### src/rtl/rwhp_pkg.sv
`timescale 1ns / 1ps
// Shared widths, ALU transaction types and result record for the wave header parser.
package rwhp_pkg;

    localparam int POSITION_BITS = 33;
    localparam int END_BITS      = 33;
    localparam int NEXT_BITS     = 35;
    localparam int ALU_BITS      = ((POSITION_BITS > NEXT_BITS) ? POSITION_BITS : NEXT_BITS) + 1;
    localparam int RESULT_BITS   = 178;
    localparam int TDATA_BITS    = ((RESULT_BITS + 7) / 8) * 8;

    typedef struct packed {
        logic [ALU_BITS-1:0] a;
        logic [ALU_BITS-1:0] b;
        logic                sub;
        logic                cin;
    } alu_req_t;

    typedef struct packed {
        logic [ALU_BITS-1:0] sum;
        logic                carry;
    } alu_rsp_t;

    typedef struct packed {
        logic [31:0]         payload_length;
        logic [END_BITS-1:0] payload_offset;
        logic [15:0]         sample_bits;
        logic [15:0]         frame_align;
        logic [31:0]         byte_rate;
        logic [31:0]         sample_rate;
        logic [15:0]         channel_count;
        logic                valid_wave;
    } wave_result_t;

endpackage

### src/rtl/rwhp_alu.sv
`timescale 1ns / 1ps
// Shared add/subtract unit; carry out doubles as the a >= b flag on subtract.
module rwhp_alu
(
    input  rwhp_pkg::alu_req_t req,
    output rwhp_pkg::alu_rsp_t rsp
);
    import rwhp_pkg::*;

    logic [ALU_BITS-1:0] b_eff;
    logic [ALU_BITS:0]   total;

    assign b_eff = req.sub ? ~req.b : req.b;
    assign total = {1'b0, req.a} + {1'b0, b_eff} + {{ALU_BITS{1'b0}}, (req.cin | req.sub)};

    assign rsp.sum   = total[ALU_BITS-1:0];
    assign rsp.carry = total[ALU_BITS];

endmodule

### src/rtl/rwhp_seq.sv
`timescale 1ns / 1ps
// Byte parser, chunk walker and verdict sequencer built around the shared ALU.
module rwhp_seq
(
    input  logic                   clk,
    input  logic                   rst_n,
    input  logic                   in_valid,
    output logic                   in_ready,
    input  logic [7:0]             in_data,
    input  logic                   in_last,
    output logic                   res_valid,
    output rwhp_pkg::wave_result_t res,
    input  logic                   res_free
);
    import rwhp_pkg::*;

    localparam logic [3:0] S_BYTE = 4'd0;
    localparam logic [3:0] S_REND = 4'd1;
    localparam logic [3:0] S_FIT  = 4'd2;
    localparam logic [3:0] S_F1   = 4'd3;
    localparam logic [3:0] S_F2   = 4'd4;
    localparam logic [3:0] S_F3   = 4'd5;
    localparam logic [3:0] S_VER  = 4'd6;
    localparam logic [3:0] S_DIV  = 4'd7;
    localparam logic [3:0] S_EMIT = 4'd8;

    localparam logic [2:0] PH_FILE   = 3'd0;
    localparam logic [2:0] PH_SKIP   = 3'd1;
    localparam logic [2:0] PH_CHUNK  = 3'd2;
    localparam logic [2:0] PH_FMT    = 3'd3;
    localparam logic [2:0] PH_IGNORE = 3'd4;

    localparam logic [31:0] TAG_RIFF = 32'h4646_4952;
    localparam logic [31:0] TAG_WAVE = 32'h4556_4157;
    localparam logic [31:0] TAG_FMT  = 32'h2074_6d66;
    localparam logic [31:0] TAG_DATA = 32'h6174_6164;

    localparam logic [POSITION_BITS-1:0] POS_MAX     = '1;
    localparam logic [END_BITS-1:0]      FIRST_CHUNK = END_BITS'(12);

    logic [3:0]               state_reg, state_next;
    logic [2:0]               phase_reg, phase_next;
    logic [POSITION_BITS-1:0] pos_reg, pos_next;
    logic [END_BITS-1:0]      riff_end_reg, riff_end_next;
    logic [END_BITS-1:0]      ncs_reg, ncs_next;
    logic [3:0]               cnt_reg, cnt_next;
    logic [1:0][63:0]         fmt_reg, fmt_next;
    logic [END_BITS-1:0]      doff_reg, doff_next;
    logic [31:0]              dlen_reg, dlen_next;
    logic                     have_fmt_reg, have_fmt_next;
    logic                     have_data_reg, have_data_next;
    logic                     failed_reg, failed_next;
    logic                     last_reg, last_next;
    logic                     verdict_reg, verdict_next;

    logic [31:0]              rsize_reg, rsize_next;
    logic [63:0]              hdr_reg, hdr_next;
    logic [7:0]               byte_reg, byte_next;
    logic [END_BITS-1:0]      pay_reg, pay_next;
    logic [NEXT_BITS-1:0]     nxt_reg, nxt_next;
    logic [15:0]              rem_reg, rem_next;
    logic [4:0]               dcnt_reg, dcnt_next;

    alu_req_t alu_req;
    alu_rsp_t alu_rsp;

    logic [15:0] fmt_tag, fmt_ch, fmt_align, fmt_bits;
    logic [31:0] fmt_rate, chunk_id, chunk_len;
    logic        align_match, pre_ok;
    logic [16:0] div_r;

    rwhp_alu u_alu
    (
        .req (alu_req),
        .rsp (alu_rsp)
    );

    assign fmt_tag   = fmt_reg[0][15:0];
    assign fmt_ch    = fmt_reg[0][31:16];
    assign fmt_rate  = fmt_reg[0][63:32];
    assign fmt_align = fmt_reg[1][47:32];
    assign fmt_bits  = fmt_reg[1][63:48];
    assign chunk_id  = hdr_reg[31:0];
    assign chunk_len = hdr_reg[63:32];

    // 16-bit samples give twice the channel count as block align
    assign align_match = (fmt_bits == 16'd8) ? (fmt_align == fmt_ch)
                                             : ({1'b0, fmt_align} == {fmt_ch, 1'b0});

    assign pre_ok = !failed_reg && (phase_reg != PH_FILE)
                 && (pos_reg >= POSITION_BITS'(12)) && alu_rsp.carry
                 && have_fmt_reg && have_data_reg
                 && (fmt_tag == 16'd1) && (fmt_ch != 16'd0) && (fmt_rate != 32'd0)
                 && (fmt_align != 16'd0)
                 && ((fmt_bits == 16'd8) || (fmt_bits == 16'd16)) && align_match;

    assign div_r = {rem_reg, dlen_reg[dcnt_reg]};

    assign in_ready  = (state_reg == S_BYTE);
    assign res_valid = (state_reg == S_EMIT) && res_free;

    assign res.valid_wave     = verdict_reg;
    assign res.channel_count  = fmt_ch;
    assign res.sample_rate    = fmt_rate;
    assign res.byte_rate      = fmt_reg[1][31:0];
    assign res.frame_align    = fmt_align;
    assign res.sample_bits    = fmt_bits;
    assign res.payload_offset = doff_reg;
    assign res.payload_length = dlen_reg;

    always_comb
    begin
        state_next     = state_reg;
        phase_next     = phase_reg;
        pos_next       = pos_reg;
        riff_end_next  = riff_end_reg;
        ncs_next       = ncs_reg;
        cnt_next       = cnt_reg;
        fmt_next       = fmt_reg;
        doff_next      = doff_reg;
        dlen_next      = dlen_reg;
        have_fmt_next  = have_fmt_reg;
        have_data_next = have_data_reg;
        failed_next    = failed_reg;
        last_next      = last_reg;
        verdict_next   = verdict_reg;
        rsize_next     = rsize_reg;
        hdr_next       = hdr_reg;
        byte_next      = byte_reg;
        pay_next       = pay_reg;
        nxt_next       = nxt_reg;
        rem_next       = rem_reg;
        dcnt_next      = dcnt_reg;
        alu_req        = '0;

        case (state_reg)
            S_BYTE:
            begin
                if (in_valid)
                begin
                    byte_next = in_data;
                    last_next = in_last;
                    if (pos_reg != POS_MAX)
                    begin
                        pos_next = pos_reg + 1'b1;
                        case (phase_reg)
                            PH_FILE:
                            begin
                                if (pos_reg < POSITION_BITS'(8))
                                begin
                                    hdr_next[{pos_reg[2:0], 3'b000} +: 8] = in_data;
                                    if ((pos_reg == POSITION_BITS'(3))
                                        && ({in_data, hdr_reg[23:0]} != TAG_RIFF))
                                    begin
                                        failed_next = 1'b1;
                                        phase_next  = PH_IGNORE;
                                    end
                                    if (pos_reg == POSITION_BITS'(7))
                                    begin
                                        rsize_next = {in_data, hdr_reg[55:32]};
                                        state_next = S_REND;
                                    end
                                end
                                else
                                begin
                                    hdr_next[{pos_reg[1:0], 3'b000} +: 8] = in_data;
                                    if (pos_reg == POSITION_BITS'(11))
                                    begin
                                        if ({in_data, hdr_reg[23:0]} != TAG_WAVE)
                                        begin
                                            failed_next = 1'b1;
                                            phase_next  = PH_IGNORE;
                                        end
                                        else
                                        begin
                                            phase_next = PH_SKIP;
                                        end
                                    end
                                end
                            end
                            PH_SKIP:
                            begin
                                if (ALU_BITS'(pos_reg) == ALU_BITS'(ncs_reg))
                                begin
                                    state_next = S_FIT;
                                end
                            end
                            PH_CHUNK:
                            begin
                                hdr_next[{cnt_reg[2:0], 3'b000} +: 8] = in_data;
                                cnt_next = cnt_reg + 1'b1;
                                if (cnt_reg[2:0] == 3'd7)
                                begin
                                    state_next = S_F1;
                                end
                            end
                            PH_FMT:
                            begin
                                fmt_next[cnt_reg[3]][{cnt_reg[2:0], 3'b000} +: 8] = in_data;
                                cnt_next = cnt_reg + 1'b1;
                                if (cnt_reg == 4'd15)
                                begin
                                    have_fmt_next = 1'b1;
                                    phase_next    = PH_SKIP;
                                end
                            end
                            default:
                            begin
                            end
                        endcase
                    end
                    if ((state_next == S_BYTE) && in_last)
                    begin
                        state_next = S_VER;
                    end
                end
            end
            S_REND:
            begin
                alu_req.a     = ALU_BITS'(rsize_reg);
                alu_req.b     = ALU_BITS'(8);
                riff_end_next = alu_rsp.sum[END_BITS-1:0];
                state_next    = last_reg ? S_VER : S_BYTE;
            end
            S_FIT:
            begin
                // header fits when next_chunk + 8 <= riff_end, i.e. next_chunk <= riff size
                alu_req.a   = ALU_BITS'(rsize_reg);
                alu_req.b   = ALU_BITS'(ncs_reg);
                alu_req.sub = 1'b1;
                if (alu_rsp.carry)
                begin
                    phase_next    = PH_CHUNK;
                    hdr_next[7:0] = byte_reg;
                    cnt_next      = 4'd1;
                end
                else
                begin
                    phase_next = PH_IGNORE;
                end
                state_next = last_reg ? S_VER : S_BYTE;
            end
            S_F1:
            begin
                alu_req.a  = ALU_BITS'(ncs_reg);
                alu_req.b  = ALU_BITS'(8);
                pay_next   = alu_rsp.sum[END_BITS-1:0];
                state_next = S_F2;
            end
            S_F2:
            begin
                // padded end: payload + length + odd bit
                alu_req.a   = ALU_BITS'(pay_reg);
                alu_req.b   = ALU_BITS'(chunk_len);
                alu_req.cin = chunk_len[0];
                nxt_next    = alu_rsp.sum[NEXT_BITS-1:0];
                state_next  = S_F3;
            end
            S_F3:
            begin
                alu_req.a   = ALU_BITS'(riff_end_reg);
                alu_req.b   = ALU_BITS'(nxt_reg);
                alu_req.sub = 1'b1;
                if (!alu_rsp.carry
                    || ((chunk_id == TAG_FMT) && (chunk_len[31:4] == 28'd0))
                    || ((chunk_id == TAG_DATA) && (chunk_len == 32'd0)))
                begin
                    failed_next = 1'b1;
                    phase_next  = PH_IGNORE;
                end
                else
                begin
                    if (chunk_id == TAG_DATA)
                    begin
                        doff_next      = pay_reg;
                        dlen_next      = chunk_len;
                        have_data_next = 1'b1;
                    end
                    ncs_next   = nxt_reg[END_BITS-1:0];
                    cnt_next   = 4'd0;
                    phase_next = (chunk_id == TAG_FMT) ? PH_FMT : PH_SKIP;
                end
                state_next = last_reg ? S_VER : S_BYTE;
            end
            S_VER:
            begin
                alu_req.a   = ALU_BITS'(pos_reg);
                alu_req.b   = ALU_BITS'(riff_end_reg);
                alu_req.sub = 1'b1;
                if (pre_ok)
                begin
                    rem_next   = 16'd0;
                    dcnt_next  = 5'd31;
                    state_next = S_DIV;
                end
                else
                begin
                    verdict_next = 1'b0;
                    state_next   = S_EMIT;
                end
            end
            S_DIV:
            begin
                // restoring remainder, one length bit per cycle, MSB first
                alu_req.a   = ALU_BITS'(div_r);
                alu_req.b   = ALU_BITS'(fmt_align);
                alu_req.sub = 1'b1;
                rem_next    = alu_rsp.carry ? alu_rsp.sum[15:0] : div_r[15:0];
                dcnt_next   = dcnt_reg - 1'b1;
                if (dcnt_reg == 5'd0)
                begin
                    verdict_next = (rem_next == 16'd0);
                    state_next   = S_EMIT;
                end
            end
            S_EMIT:
            begin
                if (res_free)
                begin
                    pos_next       = '0;
                    riff_end_next  = '0;
                    ncs_next       = FIRST_CHUNK;
                    phase_next     = PH_FILE;
                    cnt_next       = 4'd0;
                    fmt_next       = '0;
                    doff_next      = '0;
                    dlen_next      = '0;
                    have_fmt_next  = 1'b0;
                    have_data_next = 1'b0;
                    failed_next    = 1'b0;
                    last_next      = 1'b0;
                    state_next     = S_BYTE;
                end
            end
            default:
            begin
                state_next = S_BYTE;
            end
        endcase
    end

    always_ff @(posedge clk or negedge rst_n)
    begin
        if (!rst_n)
        begin
            state_reg     <= S_BYTE;
            phase_reg     <= PH_FILE;
            pos_reg       <= '0;
            riff_end_reg  <= '0;
            ncs_reg       <= FIRST_CHUNK;
            cnt_reg       <= 4'd0;
            fmt_reg       <= '0;
            doff_reg      <= '0;
            dlen_reg      <= '0;
            have_fmt_reg  <= 1'b0;
            have_data_reg <= 1'b0;
            failed_reg    <= 1'b0;
            last_reg      <= 1'b0;
            verdict_reg   <= 1'b0;
        end
        else
        begin
            state_reg     <= state_next;
            phase_reg     <= phase_next;
            pos_reg       <= pos_next;
            riff_end_reg  <= riff_end_next;
            ncs_reg       <= ncs_next;
            cnt_reg       <= cnt_next;
            fmt_reg       <= fmt_next;
            doff_reg      <= doff_next;
            dlen_reg      <= dlen_next;
            have_fmt_reg  <= have_fmt_next;
            have_data_reg <= have_data_next;
            failed_reg    <= failed_next;
            last_reg      <= last_next;
            verdict_reg   <= verdict_next;
        end
    end

    always_ff @(posedge clk)
    begin
        rsize_reg <= rsize_next;
        hdr_reg   <= hdr_next;
        byte_reg  <= byte_next;
        pay_reg   <= pay_next;
        nxt_reg   <= nxt_next;
        rem_reg   <= rem_next;
        dcnt_reg  <= dcnt_next;
    end

endmodule

### src/rtl/riff_wave_header_parser.sv
`timescale 1ns / 1ps
// Top level of the RIFF/WAVE PCM header parser with its output register.
// Throughput: one byte per cycle while s_tready is high; input stalls in S_REND after the
// RIFF size, in S_FIT at each chunk boundary and in S_F1, S_F2, S_F3 after each 8-byte
// chunk header, all on the one shared adder. Verdict: S_VER compares, then S_DIV runs 32
// remainder steps if all checks pass, and S_EMIT loads the output register when it is free.
// rst_n clears control state and m_tvalid asynchronously; each verdict re-arms the parser.
module riff_wave_header_parser
(
    input  logic                             clk,
    input  logic                             rst_n,
    input  logic                             s_tvalid,
    output logic                             s_tready,
    input  logic [7:0]                       s_tdata,   // data_byte
    input  logic                             s_tlast,
    output logic                             m_tvalid,
    input  logic                             m_tready,
    output logic [rwhp_pkg::TDATA_BITS-1:0]  m_tdata    // valid_wave, channel_count,
                                                        // sample_rate, byte_rate, frame_align,
                                                        // sample_bits, payload_offset,
                                                        // payload_length, zero fill
);
    import rwhp_pkg::*;

    wave_result_t           res;
    logic                   res_valid;
    logic                   res_free;
    logic                   m_tvalid_reg, m_tvalid_next;
    logic [TDATA_BITS-1:0]  m_tdata_reg, m_tdata_next;

    rwhp_seq u_seq
    (
        .clk       (clk),
        .rst_n     (rst_n),
        .in_valid  (s_tvalid),
        .in_ready  (s_tready),
        .in_data   (s_tdata),
        .in_last   (s_tlast),
        .res_valid (res_valid),
        .res       (res),
        .res_free  (res_free)
    );

    assign res_free = !m_tvalid_reg || m_tready;

    always_comb
    begin
        m_tvalid_next = m_tvalid_reg;
        m_tdata_next  = m_tdata_reg;
        if (res_valid)
        begin
            m_tvalid_next = 1'b1;
            m_tdata_next  = TDATA_BITS'(res);
        end
        else if (m_tready)
        begin
            m_tvalid_next = 1'b0;
        end
    end

    always_ff @(posedge clk or negedge rst_n)
    begin
        if (!rst_n)
        begin
            m_tvalid_reg <= 1'b0;
        end
        else
        begin
            m_tvalid_reg <= m_tvalid_next;
        end
    end

    always_ff @(posedge clk)
    begin
        m_tdata_reg <= m_tdata_next;
    end

    assign m_tvalid = m_tvalid_reg;
    assign m_tdata  = m_tdata_reg;

endmodule
### config.mk
export PLATFORM = sky130hd
export DESIGN_NAME = riff_wave_header_parser
export DESIGN_NICKNAME = d
export VERILOG_FILES = /design/src/rtl/rwhp_pkg.sv /design/src/rtl/rwhp_alu.sv /design/src/rtl/rwhp_seq.sv /design/src/rtl/riff_wave_header_parser.sv
export SDC_FILE = /design/constraint.sdc
export NUM_CORES = 1
export LEC_CHECK = 0
export BUFFER_PORTS_ARGS = -buffer_cell sky130_fd_sc_hd__clkbuf_2
export CAP_MARGIN = 20
export CORE_ASPECT_RATIO = 2
export CORE_UTILIZATION = 35
export CTS_CLUSTER_SIZE = 24
export DETAILED_ROUTE_END_ITERATION = 6
export HOLD_SLACK_MARGIN = 0.15
export PLACE_DENSITY_LB_ADDON = 0.3
export SLEW_MARGIN = 30
export SYNTH_ARGS = -nofsm -noshare
export SYNTH_HDL_FRONTEND = slang
export SYNTH_HIERARCHICAL = 1
export SYNTH_SLANG_ARGS = --single-unit
### constraint.sdc
create_clock -name clk -period 6.7 [get_ports clk]
set_input_delay 2.01 -clock clk [delete_from_list [all_inputs] [get_ports clk]]
set_output_delay 2.01 -clock clk [all_outputs]
set_load 0.03 [all_outputs]
==> flow_metrics.py <==
metrics = {
    "cells_and_area": {
        "diodes": 0,
        "largest_reg_flops": 178,
        "drive_above_1_share": 0.172,
        "post-route-util": 0.399,
        "regArea_mm2": 0.0189,
        "syn2layout_area_growth_pct": 12.5,
        "fillerInstances": 8895,
        "finalNetCount": 3022,
        "multiInputGateArea_mm2": 0.0120,
    },
    "detailed_routing": {
        "via_count": 23800,
        "ant_nets": 0,
        "wl_per_cell_um": 27.1,
        "vias_per_cell": 5.66,
        "routed_wl_um": 114000,
        "first_pass_iters": 7,
        "drt_iter0_drc": 1801,
        "drcViolationCount": 10,
    },
    "critical_path": {
        "start_kind": "flip-flop",
        "reg2reg_depth": 21,
        "cp.required_ns": 7.08,
        "crit_arrival_ns": 6.89,
        "end_kind": "flip-flop",
        "crit_type": "flip-flop to flip-flop",
        "cp_max_fo": 21,
    },
    "clock_network": {
        "post-cts-setup-buffers": 0,
        "cts_sinks": 680,
        "cts_buffers": 61,
        "htree_levels": 2,
        "cts_tree": "built",
        "clk_pin_slew_worst_paths_ns": 0.07,
        "clock_path_buffers": 3,
        "cts-root-buf": "clkbuf_16",
        "clkLatencyLatePin_ns": 0.68,
    },
    "die": {
        "ios": 199,
        "core_mm2": 0.0917,
        "fp-row-count": 157,
        "die_area_mm2": 0.0941,
        "die_h_um": 433,
        "initial_utilization": 0.354,
        "die_x_um": 217,
    },
    "synthesis": {
        "yosysWarnings": 6,
        "syn_area_per_cell_um2": 11.2,
        "synthCells": 2891,
        "syn-cell-area_mm2": 0.0325,
    },
    "placed_design": {
        "portBuffers": 192,
        "dp_hpwl_um": 82300,
        "place.gp.congestion": 1.02,
    },
    "global_routing": {
        "antenna_found_initial": 0,
        "gr-total-overflow": 0,
        "grt_util_all_layers": 0.240,
        "grt_first_pass_wirelength_um": 164000,
        "first_global_vias": 24200,
        "grt_max_degree": 134,
    },
    "sta": {
        "fin_crit_sh": 0.972,
        "worst_pin_slew_ns": 1.03,
        "min_period_ns": 6.52,
        "skew_ns": 0.0374,
        "hold_slack_ns": 0.447,
        "hold_viol_final": 0,
        "maxSlewHeadroom": 0.312,
        "finalSetupViolCount": 0,
        "rsz0062_at_grt": "no",
        "slew_violations": 0,
        "fmax_ghz": 0.153,
        "tns_ns": 0,
    },
    "outcome": {
        "status": "finished with violations",
        "violations": "DRC",
    },
    "min_path": {
        "min_path_type": "flip-flop to flip-flop",
        "worstHoldPathCells": 0,
    },
    "flow_run": {
        "drv_cap": 0,
    },
    "pwr": {
        "power_leakage_nw": 15.0,
        "powerDensity_mw_per_mm2": 476,
        "peakVddDrop_uv": 280,
    },
}
-- metrics by stage --
step           total power, W  std cells  cell area (um2)  worst slack, ns
2_1_floorplan          0.0107       2899            32500            0.406
3_3_place_gp           0.0133       4087            34200            0.160
3_5_place_dp           0.0133       4088            34300           0.0880
4_1_cts                0.0174       4203            36500           0.0543
5_1_grt                0.0181       4203            36600          0.00100
6_report               0.0174       4203            36600            0.185
-- what timing repair did --
action	in CTS	in global routing
resized for setup	0	3
hold buffers	0	0
endpoints found under the setup margin	0	24
-- worst paths after layout --
kind                                    startpoint            endpoint  slack, ns
worst max-delay path            u_seq/state_reg[1]   u_seq/dcnt_reg[4]       0.18
worst min-delay path            u_seq/doff_reg[21]        m_tdata[134]       0.45
worst max register to register  u_seq/state_reg[1]   u_seq/dcnt_reg[4]       0.18
worst min register to register  u_seq/doff_reg[21]        m_tdata[134]       0.45
max in group asynchronous                    rst_n  u_seq/doff_reg[29]       4.09
min in group asynchronous                    rst_n       u_seq/res[52]       1.28
-- routing by layer --
metal	vias to the layer above	wire length (um)	GRT usage	part of all wire
met2	1021	59800	0.440	0.52
met5	-	0	0	0
li1	10600	-	-	-
met3	395	5760	0.0340	0.051
met4	0	9980	0.192	0.088
met1	11800	38300	0.240	0.34
-- critical path: stages (launching register included) --
cell and delay, ns:
dfrtp_1 0.42, buf_4 0.26, nor3_2 0.49, buf_4 0.39, a22oi_1 0.12, nand3_1 0.13
xor2_1 0.09, ha_1 0.42, a21oi_1 0.10, o21a_1 0.20, o21ai_0 0.75, o21bai_2 0.30
a21oi_2 0.25, a21oi_2 0.10, o41ai_4 0.44, nand4b_1 0.27, nor4_1 0.31, nor4b_1 0.27
nand4_1 0.17, nor4_1 0.32, or2_2 0.21, buf_12 0.18
-- final cells by class --
type,count,share of cell area
clock buffer,86,0.0494
clock inverter,29,0.0125
inverter,41,0.00441
multi-input combinational,1892,0.328
sequential,680,0.516
tap,1192,0.0408
timing repair buffer,283,0.0488
-- where the power goes --
group          switching, W  internal [W]  total, W  leakage (nW)
clock network       0.00167       0.00231   0.00398          1.10
logic               0.00475       0.00234   0.00709          6.35
registers          0.000738       0.00560   0.00634          7.59
-- cell usage in the layout, fill, tap and decap left out, types with 48 or more instances in the layout --
cell,n
a22oi_1,63
o21ai_2,56
nand3_1,135
xor2_1,87
a22o_1,91
buf_4,80
nor2_1,139
nor2b_1,62
o21ai_0,171
nand2_1,404
edfxtp_1,371
a21oi_1,104
clkbuf_16,65
dfrtp_1,306
ha_1,48
clkbuf_2,191
nor4_1,55
Power figures use the tool's default switching activity.
